`config.mk`:
```
export PLATFORM = sky130hd
export DESIGN_NAME = overwrite_fifo_rounded_mean
export DESIGN_NICKNAME = d
export VERILOG_FILES = /design/src/sv/ofrm_pkg.sv /design/src/sv/ofrm_ram.sv /design/src/sv/overwrite_fifo_rounded_mean.sv
export SDC_FILE = /design/constraint.sdc
export NUM_CORES = 1
export LEC_CHECK = 0
export ABC_AREA = 1
export BUFFER_PORTS_ARGS = -buffer_cell sky130_fd_sc_hd__buf_2
export CORE_MARGIN = 3
export CORE_UTILIZATION = 62
export DETAILED_ROUTE_END_ITERATION = 12
export GPL_TIMING_DRIVEN = 0
export HOLD_SLACK_MARGIN = 0.03
export PLACE_DENSITY_LB_ADDON = 0.3
export SYNTH_ARGS = -nofsm -noshare
export SYNTH_HDL_FRONTEND = slang
export SYNTH_SLANG_ARGS = --single-unit
```
`constraint.sdc`:
```
create_clock -name clk -period 7.4 [get_ports clk]
set_input_delay 1.48 -clock clk [delete_from_list [all_inputs] [get_ports clk]]
set_output_delay 1.48 -clock clk [all_outputs]
set_load 0.01 [all_outputs]
```
`src/sv/ofrm_pkg.sv`:
```
`default_nettype none
package ofrm_pkg;

	localparam int DEFAULT_CAPACITY = 8;
	localparam int TAG_W            = 16;
	localparam int HEIGHT_W         = 12;
	localparam int HEIGHT_MAX       = 4095;
	localparam int MEAN_W           = 12;
	localparam int STEP_W           = 4;

	localparam logic KIND_INSERT = 1'b0;
	localparam logic KIND_REMOVE = 1'b1;

	typedef enum logic [2:0] {
		ST_IDLE,
		ST_EVICT,
		ST_POP,
		ST_PREP,
		ST_DIV
	} ofrm_state_t;

endpackage
`default_nettype wire

```
`src/sv/ofrm_ram.sv`:
```
`default_nettype none
module ofrm_ram #(
	parameter int WIDTH = 28,
	parameter int DEPTH = 8,
	localparam int AW = (DEPTH > 1) ? $clog2(DEPTH) : 1
) (
	input  wire logic             clk,
	input  wire logic             we,
	input  wire logic [AW-1:0]    waddr,
	input  wire logic [WIDTH-1:0] wdata,
	input  wire logic [AW-1:0]    raddr,
	output logic      [WIDTH-1:0] rdata
);

	logic [WIDTH-1:0] mem [DEPTH];

	always_ff @(posedge clk) begin
		if (we) begin
			mem[waddr] <= wdata;
		end
		rdata <= mem[raddr];
	end

endmodule
`default_nettype wire

```
`src/sv/overwrite_fifo_rounded_mean.sv`:
```
// Insert strobes when the divider finishes (after EVICT when the queue is full and the
// oldest word is evicted first); remove strobes after the RAM read; an empty remove strobes from idle.
// Throughput: one command at a time; busy drops in the strobe cycle, where the next
// command can be taken. The receiver cannot stall, so results never wait.
// Insert runs the 12-step restoring divider; remove waits on the RAM read.
// Reset clears head, tail, count and sum at once; RAM contents stay undefined.
`default_nettype none
module overwrite_fifo_rounded_mean
	import ofrm_pkg::*;
#(
	parameter int CAPACITY = DEFAULT_CAPACITY
) (
	input  wire logic                clk,
	input  wire logic                arst_n,
	input  wire logic                start,
	output logic                     busy,
	input  wire logic                kind,
	input  wire logic [TAG_W-1:0]    item_tag,
	input  wire logic [HEIGHT_W-1:0] item_height,
	output logic                     done,
	output logic [MEAN_W-1:0]        mean_height,
	output logic [TAG_W-1:0]         removed_tag,
	output logic [HEIGHT_W-1:0]      removed_height,
	output logic                     empty_error
);

	localparam int IDX_W = (CAPACITY > 1) ? $clog2(CAPACITY) : 1;
	localparam int CNT_W = $clog2(CAPACITY + 1);
	localparam int SUM_W = $clog2(CAPACITY * HEIGHT_MAX + 1);
	localparam int NUM_W = $clog2(CAPACITY * (2 * HEIGHT_MAX + 1) + 1);
	localparam int REC_W = TAG_W + HEIGHT_W;

	ofrm_state_t state_q, state_d;

	logic [IDX_W-1:0]    head_q, tail_q;
	logic [CNT_W-1:0]    count_q;
	logic [SUM_W-1:0]    sum_q;
	logic [TAG_W-1:0]    tag_q;
	logic [HEIGHT_W-1:0] height_q;
	logic [NUM_W-1:0]    rem_q, den_q;
	logic [MEAN_W-1:0]   quot_q;
	logic [STEP_W-1:0]   step_q;

	logic                ram_we;
	logic [IDX_W-1:0]    ram_waddr;
	logic [REC_W-1:0]    ram_wdata, ram_rdata;
	logic [TAG_W-1:0]    rd_tag;
	logic [HEIGHT_W-1:0] rd_height;

	logic accept, full, empty, fits;
	logic [IDX_W-1:0] head_nx, tail_nx;

	assign accept    = start && !busy;
	assign full      = count_q == CNT_W'(CAPACITY);
	assign empty     = count_q == '0;
	assign head_nx   = (head_q == IDX_W'(CAPACITY - 1)) ? '0 : head_q + 1'b1;
	assign tail_nx   = (tail_q == IDX_W'(CAPACITY - 1)) ? '0 : tail_q + 1'b1;
	assign rd_tag    = ram_rdata[REC_W-1:HEIGHT_W];
	assign rd_height = ram_rdata[HEIGHT_W-1:0];
	assign fits      = rem_q >= den_q;

	ofrm_ram #(
		.WIDTH (REC_W),
		.DEPTH (CAPACITY)
	) u_ram (
		.clk   (clk),
		.we    (ram_we),
		.waddr (ram_waddr),
		.wdata (ram_wdata),
		.raddr (head_q),
		.rdata (ram_rdata)
	);

	always_comb begin
		state_d = state_q;
		unique case (state_q)
			ST_IDLE: begin
				if (accept) begin
					if (kind == KIND_INSERT) begin
						state_d = full ? ST_EVICT : ST_PREP;
					end else if (!empty) begin
						state_d = ST_POP;
					end
				end
			end
			ST_EVICT: state_d = ST_PREP;
			ST_POP:   state_d = ST_IDLE;
			ST_PREP:  state_d = ST_DIV;
			ST_DIV: begin
				if (step_q == '0) begin
					state_d = ST_IDLE;
				end
			end
			default: state_d = ST_IDLE;
		endcase
	end

	always_comb begin
		busy      = state_q != ST_IDLE;
		ram_we    = 1'b0;
		ram_waddr = tail_q;
		ram_wdata = {item_tag, item_height};
		unique case (state_q)
			ST_IDLE: ram_we = accept && kind == KIND_INSERT && !full;
			ST_EVICT: begin
				// head and tail coincide here; the head word was read last cycle
				ram_we    = 1'b1;
				ram_wdata = {tag_q, height_q};
			end
			default: ram_we = 1'b0;
		endcase
	end

	always_ff @(posedge clk or negedge arst_n) begin
		if (!arst_n) begin
			state_q <= ST_IDLE;
			head_q  <= '0;
			tail_q  <= '0;
			count_q <= '0;
			sum_q   <= '0;
			done    <= 1'b0;
		end else begin
			state_q <= state_d;
			done    <= 1'b0;
			unique case (state_q)
				ST_IDLE: begin
					if (accept && kind == KIND_INSERT && !full) begin
						tail_q  <= tail_nx;
						count_q <= count_q + 1'b1;
						sum_q   <= sum_q + SUM_W'(item_height);
					end else if (accept && kind == KIND_REMOVE && empty) begin
						done <= 1'b1;
					end
				end
				ST_EVICT: begin
					head_q <= head_nx;
					tail_q <= tail_nx;
					sum_q  <= sum_q + SUM_W'(height_q) - SUM_W'(rd_height);
				end
				ST_POP: begin
					head_q  <= head_nx;
					count_q <= count_q - 1'b1;
					sum_q   <= sum_q - SUM_W'(rd_height);
					done    <= 1'b1;
				end
				ST_DIV: begin
					if (step_q == '0) begin
						done <= 1'b1;
					end
				end
				default: ;
			endcase
		end
	end

	always_ff @(posedge clk) begin
		unique case (state_q)
			ST_IDLE: begin
				if (accept) begin
					tag_q    <= item_tag;
					height_q <= item_height;
				end
				if (accept && kind == KIND_REMOVE && empty) begin
					mean_height    <= '0;
					removed_tag    <= '0;
					removed_height <= '0;
					empty_error    <= 1'b1;
				end
			end
			ST_POP: begin
				mean_height    <= '0;
				removed_tag    <= rd_tag;
				removed_height <= rd_height;
				empty_error    <= 1'b0;
			end
			ST_PREP: begin
				// numerator 2*sum + count, divisor 2*count aligned to the top quotient bit
				rem_q  <= (NUM_W'(sum_q) << 1) + NUM_W'(count_q);
				den_q  <= NUM_W'(count_q) << MEAN_W;
				quot_q <= '0;
				step_q <= STEP_W'(MEAN_W - 1);
			end
			ST_DIV: begin
				if (fits) begin
					rem_q <= rem_q - den_q;
				end
				den_q  <= den_q >> 1;
				quot_q <= {quot_q[MEAN_W-2:0], fits};
				step_q <= step_q - 1'b1;
				if (step_q == '0) begin
					mean_height    <= {quot_q[MEAN_W-2:0], fits};
					removed_tag    <= '0;
					removed_height <= '0;
					empty_error    <= 1'b0;
				end
			end
			default: ;
		endcase
	end

	a_count_bound: assert property (@(posedge clk) disable iff (!arst_n)
		count_q <= CNT_W'(CAPACITY))
		else $error("entry count exceeds capacity");

	a_div_done: assert property (@(posedge clk) disable iff (!arst_n)
		(state_q == ST_DIV && step_q == '0) |=> done && !empty_error)
		else $error("divider finish without mean strobe");

	a_write_state: assert property (@(posedge clk) disable iff (!arst_n)
		ram_we |-> (state_q == ST_IDLE || state_q == ST_EVICT))
		else $error("RAM write outside insert states");

	a_empty_flag: assert property (@(posedge clk) disable iff (!arst_n)
		(done && empty_error) |-> (count_q == '0 && removed_tag == '0))
		else $error("empty flag raised with records queued");

endmodule
`default_nettype wire
```
# == Word level (Yosys, flattened, before mapping) ==
# Memory sizes are Yosys's and may differ from the RTL's. A register that Yosys moved wholly into a read port is not among the register bits.
# Index checks and enable logic that the tools add are counted.
# word_totals
n_memories,1
input_bits,32
ram_bits,224
elab_cells,105
regBits,145
# op_classes
reduce_logical,24
n_addsub,11
bitwise,1
n_lt_le_gt_ge,1
eq_ne,13
mux,38
# mem_list
name,words,word_bits,rd,rd_clocked_by_memory_dff,write_ports,line,text
u_ram.mem,8,28,1,1,1,ofrm_ram.sv:15,logic [WIDTH-1:0] mem [DEPTH];
# op_table
cell,n
12-bit one-hot mux with 3 select lines,2
16-bit one-hot mux with 2 select lines,2
16-bit two-way mux,3
16-bit one-hot mux with 3 select lines,1
15-bit one-hot mux with 3 select lines,1
12-bit two-way mux,3
15-bit by 12-bit adder with 15-bit output,2
15-bit by 12-bit subtractor with 15-bit output,2
28-bit two-way mux,1
11-bit one-hot mux with 2 select lines,1
3-bit two-way mux,7
16-bit by 4-bit adder with 16-bit output,1
16-bit >= comparator,1
4-bit one-hot mux with 2 select lines,2
16-bit subtractor,1
15-bit two-way mux,1
3-bit one-hot mux with 4 select lines,1
"2-bit inequality test, second input constant",5
2-bit AND reduction,5
"3-bit equality test, second input constant",3
3-bit nonzero test,3
4-bit zero test,2
"4-bit by 1-bit subtractor with 4-bit output, second input constant",2
1-bit two-way mux,7
18 further kinds,29

# == Longest topological paths before layout ==
# Gate-level depths: netlist of the first run.
# depth
depth_word,8
depth_mapped,22
ltp_nobuf,22

# == Modules after synthesis ==
# A second synthesis of the first run with hierarchy kept.
# unflattened
cells_unflattened,2176
area_unflattened_um2,19887.8
# modules_own_cells
mod,area_per_inst_um2,n_inst,cells_each
ofrm_ram,10397.5,1,1014
overwrite_fifo_rounded_mean,9490.4,1,1162

# == Least setup slack after synthesis of the first run ==
# Ideal clock, no wire load.
# synth_path
path_kind,reg2reg
from,reg state_q[1]
to,reg empty_error (enable)
n_path_buf,1
arrival_ns,5.796
slack_ns,1.022
required_ns,6.818
stages_incl_launch_ff,6
path_cell_list,dfrtp_1 > or2_4 > nor2_4 > inv_1 > buf_2 > o311ai_0
# synth_via
elab_chain_len,7
# synth_lines
element,line,text
from (decl),overwrite_fifo_rounded_mean.sv:33,"ofrm_state_t state_q, state_d;"
from (signal assigned),overwrite_fifo_rounded_mean.sv:123,state_q <= state_d;
3-bit nonzero test,overwrite_fifo_rounded_mean.sv:99,busy = state_q != ST_IDLE;
1-bit zero test,overwrite_fifo_rounded_mean.sv:53,assign accept = start && !busy;
1-bit logical AND,overwrite_fifo_rounded_mean.sv:53,
1-bit logical AND (2 in series),overwrite_fifo_rounded_mean.sv:163,if (accept && kind == KIND_REMOVE && empty) begin
2-bit inequality test (no source line),-,
3-bit AND reduction (no source line) (*),-,
to (signal assigned),overwrite_fifo_rounded_mean.sv:167,empty_error <= 1'b1;
to (signal assigned),overwrite_fifo_rounded_mean.sv:174,empty_error <= 1'b0;
to (signal assigned),overwrite_fifo_rounded_mean.sv:194,empty_error <= 1'b0;
to (decl),overwrite_fifo_rounded_mean.sv:24,output logic empty_error
# Mark *: on every way between the ends. The rest lies on a longest branch, timed or not.
# A chain may end at the register's enable or synchronous reset.

# == Worst setup path in the final report of the first run ==
# layout_path
from,in item_height[0]
to,reg sum_q[13]
# layout_via
elab_chain_len,3
# layout_lines
element,line,text
from (decl),overwrite_fifo_rounded_mean.sv:19,"input wire logic [HEIGHT_W-1:0] item_height,"
15-bit by 12-bit adder with 15-bit output,overwrite_fifo_rounded_mean.sv:130,sum_q <= sum_q + SUM_W'(item_height);
15-bit two-way mux,overwrite_fifo_rounded_mean.sv:127,if (accept && kind == KIND_INSERT && !full) begin
15-bit one-hot mux with 3 select lines,overwrite_fifo_rounded_mean.sv:125,unique case (state_q)
to (signal assigned),overwrite_fifo_rounded_mean.sv:130,
to (signal assigned),overwrite_fifo_rounded_mean.sv:138,sum_q <= sum_q + SUM_W'(height_q) - SUM_W'(rd_height);
to (signal assigned),overwrite_fifo_rounded_mean.sv:143,sum_q <= sum_q - SUM_W'(rd_height);
to (decl),overwrite_fifo_rounded_mean.sv:37,logic [SUM_W-1:0] sum_q;
# No other way between the ends. The select of a mux whose other input is x is not followed.

==> run summary, run 1 <==
Sw Share: 0.426
Ports: 75
Nets: 2104
clock sinks: 397
worst r2r path cells: 16
Setup Buffers After CTS: 0
layer with the highest usage: met2
Worst Hold Launch: u_ram.rdata[25]
DRT Pass-1 Iters: 5
top_reg_cell synth: edfxtp_1
syn_nets: 1979
first-pass GRT wire length: 73300 µm
Final Hold Fails: 0
clk_skew: 0.0153 ns
grt total ovfl: 0
Top cell by count, worst path: nand2_1
Critical Setup Path Class: primary input to register
hold buffer count at cts: 0
Die Y: 180 µm
Pwr Total: 10.4 mW
LEAKAGE: 8.85 nW
post-layout util: 0.722
RSZ-0062 raised after global routing: no
DP Wirelength: 32500 µm
CTS tree: yes
Hold EP: removed_tag[13]
initial drt markers: 1430
residual DRC count: 0
GR Layer Usage met1: 0.371
Sequential Area: 0.0115 mm²
Critical Path Fanout Max: 5
Worst Path Arrival: 4.24 ns
period utilization: 0.516
Syn Area/Cell: 9.98 µm²
clock share of power: 0.199
Routed Antenna Nets: 0
Num CTS Buffers: 39
initial antenna violation count: 0
CTS clk-pin slew, worst paths: 0.06 ns
Root Driver: clkbuf_16
fin. max-slew vios: 0
CP required: 7.82 ns
CP startpoint kind: primary input
Post-synth EDFFs: 340
clk_lat worst skew: 0.54 ns
Rows: 62
initial core utilization: 0.639
Wirelength per Cell: 19.5 µm
post-route design area: 0.0211 mm²
P_int: 5.96 mW
synth warn: 0
Mapped Area: 0.0187 mm²
via/cell ratio: 5.71
count of unique library cells instantiated by Yosys: 40
layout cells sized above 1: 0.102
Fillers: 2058
flop2flop setup slack: 4.19 ns
clk buf depth: 3
area of the die: 0.0323 mm²
area of the multi-input gates: 0.00609 mm²
max incr delay on CP: 0.37 ns
critical-path cell list: buf_2 -> inv_1 -> ha_1 -> nand2_1 -> nor2_1 -> inv_1 -> or2_2 -> o21ai_0 -> a21oi_1 -> ha_1 -> nand2_1 -> inv_1 -> nand2_1 -> nand2_1 -> a21oi_1 -> nand3b_1 -> nand3_1 -> nand2_1 -> nand2_1 -> nand2_1
sw power: 4.42 mW
Global Route Usage Sum: 0.287
Top delay family on crit path: simple AND/OR/NAND/NOR gates
via count: 13800
WHS Path Cells: 2
vias in the first global route: 13700
final wirelength: 47200 µm
Area Overhead vs Synth: 13.0%
antenna diode count: 0
R2R Path End: sum_q[13]
Core Area: 0.0292 mm²
CP bufs+invs: 4
Cells after Synth: 1874
die width: 180 µm
sequential power share: 0.328
pwr dens: 491 mW/mm²
Placement Cell Area: 0.0198 mm²
final setup fails: 0
largest net degree at the start of global routing: 32
Slew HR: 0.270
Yosys reg bits: 397
I/O Buffers: 74
HP Class: register to register
Slew @ Worst Pin: 1.08 ns
met2 Use GR: 0.500
fraction of power consumed by combinational cells: 0.474
Max Cap Viol: 0
Seq/Total Area, Yosys: 0.615
CP max-delay cell: ha_1
grt met3 use: 0.0485
CTS HTree Levels: 2
VDD IR-drop max: 0.000321 V
fin crit period: 3.82 ns
FFs w/ async S/R, synth: 0.0730
f_max: 262 MHz
global placer's final weighted congestion: 0.898
Worst setup EP type: register
post_cts resized: 0
Reg-to-Reg Start: state_q[2]
status: complete, no violations
## tightest hold or removal path, delay by kind of cell (launching register included)
kind / cells / cell delay [ns]
buffers and inverters: 1 / 0.04
flip-flops: 1 / 0.29
AND/OR/NAND/NOR: 1 / 0.03
## through the flow
| step | setup WS [ns] | instances | hold WS (ns) | setup TNS, ns |
|---|---|---|---|---|
| floorplan | 1.02 | 1874 | 0.489 | 0 |
| global placement | -3.26 | 2332 | 0.506 | -133.76 |
| detailed placement | 3.08 | 2342 | 0.516 | 0 |
| CTS | 3.62 | 2413 | 0.529 | 0 |
| global route | 3.38 | 2413 | 0.544 | 0 |
| finish | 3.58 | 2413 | 0.529 | 0 |
## flip-flops by register name, indices dropped and copies added (netlist names)
register	cells
u_ram.rdata	28
sum_q	15
empty_error	1
den_q	16
step_q	4
rem_q	16
height_q	12
state_q	3
mean_height	12
head_q	3
removed_height	12
count_q	4
removed_tag	16
u_ram.mem	224
tag_q	16
quot_q	11
ram_waddr	3
done	1
## worst max path at each step
stage                        start        endpoint  slack (ns)  depth (start not counted)
floorplan               state_q[1]     empty_error        1.02                          5
finish              item_height[0]       sum_q[13]        3.58                         20
detailed placement  item_height[0]       sum_q[11]        3.08                         21
global placement        state_q[1]  removed_tag[0]       -3.26                          5
CTS                 item_height[0]       sum_q[11]        3.62                         21
global route        item_height[0]       sum_q[13]        3.38                         21
## cells by family after synthesis
family | synth area share
adders and majority gates | 0.0553
AOI/OAI and AO/OA | 0.0910
xor gates and xnor gates | 0.00937
DFF | 0.615
and+or+nand+nor | 0.166
buffers and inverters | 0.0634
## cells in the mapped netlist, drive strengths merged, types with 3 or more instances
cell	number	area (µm²)
o21ai	175	876
a21oi	54	274
nand4	10	62.6
clkbuf	32	120
nand2	339	1280
nand3	65	330
a21o	4	30.0
fa	16	320
nand3b	9	67.6
xnor2	5	43.8
o211ai	3	22.5
dfrtp	29	726
xor2	15	131
nor3	8	40.0
edfxtp	340	10200
a31oi	39	244
o21bai	5	37.5
dfxtp	28	561
inv	235	882
o22ai	28	175
ha	57	713
or2	7	46.3
nor2	330	1270
buf	34	184
## final cells by class
type | count | share of cell area
tap | 384 | 0.0228
multi-input combinational | 1176 | 0.288
clock inverter | 22 | 0.0135
inverter | 235 | 0.0418
timing repair buffer | 84 | 0.0253
sequential | 397 | 0.544
clock buffer | 49 | 0.0495
buffer | 66 | 0.0144
## routing by layer
metal	up-vias	wire, µm
li1	6537	-
met1	6536	18500
met2	608	23500
met3	96	3840
met4	0	1250
met5	-	0
## layout by cell type (no fill, tap or decap), types with 6 or more instances in the layout
master and n:
clkbuf_16 40, a21oi_1 53, clkinv_2 8, clkbuf_1 40
ha_1 57, bufinv_16 6, o21ai_0 172, edfxtp_1 340
dfrtp_1 29, o22ai_1 28, nor2_4 12, inv_1 231
dfxtp_1 28, nor2_1 316, nand3_1 64, a31oi_1 39
nand4_1 10, buf_2 101, fa_1 16, nor3_1 8
nand3b_1 9, nand2_1 336, xor2_1 15, or2_2 6
## power by group through the flow
stage                     Sequential, mW  Clock (mW)  Combinational [mW]
after global routing                3.44        2.15                5.51
final                               3.40        2.06                4.91
after floorplan                     3.44           0                3.32
after detailed placement            3.44           0                4.79
after CTS                           3.40        2.07                4.86
after global placement              3.47           0                4.57
Power figures use the tool's default switching activity.
==> inputs of run 2 (changes only) <==
- clock period: 7.4 -> 3.7 ns (I/O delays scaled with it)
==> run summary, run 2 (synthesis results as in run 1) <==
via/cell ratio: 5.72
clk buf depth: 3
CP required: 4.14 ns
post-route design area: 0.0212 mm²
final wirelength: 47400 µm
die width: 180 µm
PnR worst setup slack: 0.558 ns
initial antenna violation count: 0
I/O Buffers: 74
initial core utilization: 0.639
Top delay family on crit path: simple AND/OR/NAND/NOR gates
HP Class: primary input to asynchronous set/reset pin
Slew HR: 0.170
Pwr Total: 21.0 mW
Setup TNS Final: 0 ns
Core Area: 0.0292 mm²
DRT Pass-1 Iters: 6
antenna diode count: 0
fin crit period: 3.14 ns
Max Cap Viol: 0
fin. max-slew vios: 0
Die Y: 180 µm
clk_skew: 0.0133 ns
Fillers: 2040
LEAKAGE: 8.92 nW
Top cell by count, worst path: nand2_1
vias in the first global route: 13800
Reg with most FFs: u_ram.mem
Setup Buffers After CTS: 0
f_max: 318 MHz
post-layout util: 0.724
most frequent cells in the layout: edfxtp_1, nand2_1, nor2_1, inv_1, o21ai_0
flop2flop setup slack: 0.56 ns
max reg flops: 224
hold buffer count at cts: 0
Worst Path Arrival: 3.58 ns
global placer's final weighted congestion: 0.929
CTS HTree Levels: 2
Slew @ Worst Pin: 1.23 ns
area of the die: 0.0323 mm²
Reg-to-Reg Start: state_q[2]
initial drt markers: 1222
Routed Antenna Nets: 0
Rows: 62
final setup fails: 0
max incr delay on CP: 0.55 ns
RSZ-0062 raised after global routing: no
DP Wirelength: 32600 µm
CTS clk-pin slew, worst paths: 0.06 ns
Final Hold Fails: 0
post_cts resized: 0
CTS tree: yes
first-pass GRT wire length: 73700 µm
top flop regs: u_ram.mem (224), u_ram.rdata (28)
Critical path origin: state_q[2]
grt total ovfl: 0
critical-path cell list: inv_2 -> nand3_2 -> clkbuf_1 -> nor2_1 -> a21oi_1 -> ha_1 -> nand2_1 -> inv_1 -> nand2_1 -> nand2_1 -> a21oi_1 -> nand3b_1 -> nand3_1 -> nand2_1 -> nand2_1 -> nand2_1
Area Overhead vs Synth: 13.3%
Placement Cell Area: 0.0197 mm²
Num CTS Buffers: 41
Critical Path Fanout Max: 10
largest net degree at the start of global routing: 32
via count: 13800
Wirelength per Cell: 19.7 µm
CP max-delay cell: clkbuf_1
clk_lat worst skew: 0.55 ns
CP startpoint kind: register
Root Driver: clkbuf_16
VDD IR-drop max: 0.000559 V
pwr dens: 991 mW/mm²
CP bufs+invs: 3
clock sinks: 397
Global Route Usage Sum: 0.289
status: complete, no violations
residual DRC count: 0
layout cells sized above 1: 0.102
Nets: 2101
Worst setup EP type: register
commonest non-fill, non-tap cell in the layout: edfxtp_1
Place WS: 0.129 ns
period utilization: 0.849
Ports: 75
Critical Setup Path Class: register to register
[run 2: power breakdown]
| group | switching (mW) | leakage [nW] | internal [mW] |
|---|---|---|---|
| registers | 0.467 | 3.70 | 6.33 |
| clock network | 1.75 | 0.716 | 2.64 |
| logic | 6.67 | 4.50 | 3.14 |
[run 2: worst paths after layout]
path | to | depth (start not counted)
max | sum_q[13] | 16
min | sum_q[8] | 1
max reg2reg | sum_q[13] | 16
min reg2reg | removed_tag[13] | 2
max in group asynchronous | ram_waddr[0] | 1
min in group clk | tag_q[7] | 1
[run 2: final cells by class]
cell class | instances | area, µm² | area share
plain buffers | 66 | 304 | 0.0143
clock buffers | 54 | 1160 | 0.0546
clock inverters | 22 | 299 | 0.0141
inverters | 235 | 882 | 0.0416
multi-input cells | 1176 | 6100 | 0.288
flip-flops and latches | 397 | 11500 | 0.543
well taps | 384 | 480 | 0.0227
repair buffers | 79 | 470 | 0.0222
[run 2: routing by layer]
metal  GRT usage  wire, µm  part of all wire  vias up
met3      0.0404      3530             0.074      111
met1       0.373     18700              0.39     6512
li1            -         -                 -     6540
met5           0         0                 0        -
met2       0.502     23600              0.50      634
met4       0.106      1600             0.034        0
[run 2: stage by stage]
step | hold slack (ns) | cells
3_5_place_dp | 0.514 | 2337
5_1_grt | 0.330 | 2413
3_3_place_gp | 0.507 | 2332
4_1_cts | 0.310 | 2413
2_1_floorplan | 0.444 | 1874
6_report | 0.271 | 2413
==> inputs of run 3 (changes only) <==
- clock period: 3.7 -> 3.1 ns (I/O delays scaled with it)
==> run summary, run 3 (synthesis results as in run 1) <==
status: complete, no violations
clk_lat worst skew: 0.55 ns
via/cell ratio: 5.74
final wirelength: 45800 µm
Slew HR: 0.254
Critical Path Fanout Max: 10
fin crit period: 2.94 ns
Slew @ Worst Pin: 1.11 ns
clock sinks: 397
CTS tree: yes
CP required: 3.53 ns
CP startpoint kind: register
DP Cell Count: 2337
residual DRC count: 0
Die Y: 180 µm
worst r2r path cells: 18
Num CTS Buffers: 41
fin. max-slew vios: 0
Final Hold Fails: 0
DP Wirelength: 31700 µm
I/O Buffers: 74
max reg flops: 224
Root Driver: clkbuf_16
flop2flop setup slack: 0.16 ns
layout cells sized above 1: 0.105
Max Cap Viol: 0
Rows: 62
LEAKAGE: 8.90 nW
most frequent cells in the layout: edfxtp_1, nand2_1, nor2_1, inv_1, o21ai_0
post-route design area: 0.0212 mm²
clk_skew: 0.0166 ns
die width: 180 µm
final setup fails: 0
Core Area: 0.0292 mm²
Worst setup EP type: register
top flop regs: u_ram.mem (224), u_ram.rdata (28)
initial core utilization: 0.639
Ports: 75
f_max: 341 MHz
Routed Antenna Nets: 0
HP Class: primary input to asynchronous set/reset pin
Reg-to-Reg Start: state_q[2]
Wirelength per Cell: 19.0 µm
largest net degree at the start of global routing: 32
Placement Cell Area: 0.0197 mm²
first-pass GRT wire length: 71600 µm
global placer's final weighted congestion: 0.932
DRT Pass-1 Iters: 7
final cell count without fillers: 2414
CTS clk-pin slew, worst paths: 0.06 ns
initial antenna violation count: 0
commonest non-fill, non-tap cell in the layout: edfxtp_1
clk buf depth: 3
Global Route Usage Sum: 0.279
Critical Setup Path Class: register to register
hold buffer count at cts: 0
Nets: 2102
R2R Path End: sum_q[12]
CTS HTree Levels: 2
vias in the first global route: 13800
Area Overhead vs Synth: 13.2%
via count: 13900
VDD IR-drop max: 0.000588 V
period utilization: 0.947
Setup TNS Final: 0 ns
Worst Path Arrival: 3.36 ns
pwr dens: 1170 mW/mm²
area of the die: 0.0323 mm²
RSZ-0062 raised after global routing: no
initial drt markers: 1330
grt total ovfl: 0
antenna diode count: 0
Reg with most FFs: u_ram.mem
==> run 3: cell types whose count changed in the layout (fill, tap and decap cells not counted), sizes merged <==
cell,change
clkinv,-3
inv,+1
clkinvlp,+1
clkbuf,+4
bufinv,-2
==> run 3: cell type report <==
cell class,instances,area (µm²)
Buffer,66,310
Clock buffer,57,1160
Clock inverter,19,229
Fill cell,2045,8080
Inverter,235,882
Multi-Input combinational cell,1176,6120
Sequential cell,397,11500
Tap cell,384,480
Timing Repair Buffer,80,490
==> run 3: critical path: stages, from the launching register on <==
cell	delay (ns)
dfrtp_1	0.43
inv_2	0.10
nand3_4	0.17
buf_4	0.21
nor2_1	0.11
o21bai_1	0.19
ha_2	0.23
fa_1	0.42
inv_1	0.07
nand2_1	0.05
nand2_1	0.08
and2_1	0.22
nand3_1	0.12
nand3_1	0.08
nand2_1	0.05
nand3_1	0.06
nand2_1	0.09
nand2_1	0.08
nand2_1	0.06
==> run 3: timing repair <==
item                                    4_1_cts  5_1_grt
endpoints found under the setup margin        2       10
pin swaps                                     0        1
resized for setup                             1       10
setup buffers                                 0        1
==> run 3: per-layer routing <==
metal  GRT usage  wire length (µm)  part of all wire  up-vias
met5           0                 0                 0        -
met4       0.122              1740             0.038        0
met3      0.0356              3520             0.077      126
met2       0.472             22600              0.49      669
met1       0.365             17900              0.39     6503
li1            -                 -                 -     6553
==> run 3: worst max-delay path by stage <==
stage / end / depth (start not counted) / startpoint / slack (ns)
2_1_floorplan: u_ram.mem[1][0] / 8 / state_q[1] / 0.27
3_3_place_gp: u_ram.mem[1][12] / 8 / kind / -0.84
3_5_place_dp: sum_q[11] / 21 / item_height[0] / -0.34
4_1_cts: sum_q[13] / 16 / state_q[2] / 0.003
5_1_grt: sum_q[13] / 21 / item_height[0] / 0.008
6_report: sum_q[12] / 18 / state_q[2] / 0.16
==> run 3: stage by stage <==
stage / util / power (mW) / hold slack, ns / setup slack [ns]
after floorplan: - / 16.1 / 0.324 / 0.274
after global placement: 0.669 / 19.0 / 0.512 / -0.840
after detailed placement: 0.675 / 19.6 / 0.518 / -0.345
after CTS: 0.723 / 24.7 / 0.201 / 0.00252
after global routing: 0.724 / 26.5 / 0.235 / 0.00755
final: 0.724 / 24.8 / 0.183 / 0.165
==> run 3: where the power goes <==
group          switching (mW)  total (mW)  internal, mW
sequential              0.559        8.11          7.56
clock                    2.02        4.99          2.97
combinational            7.92        11.7          3.80
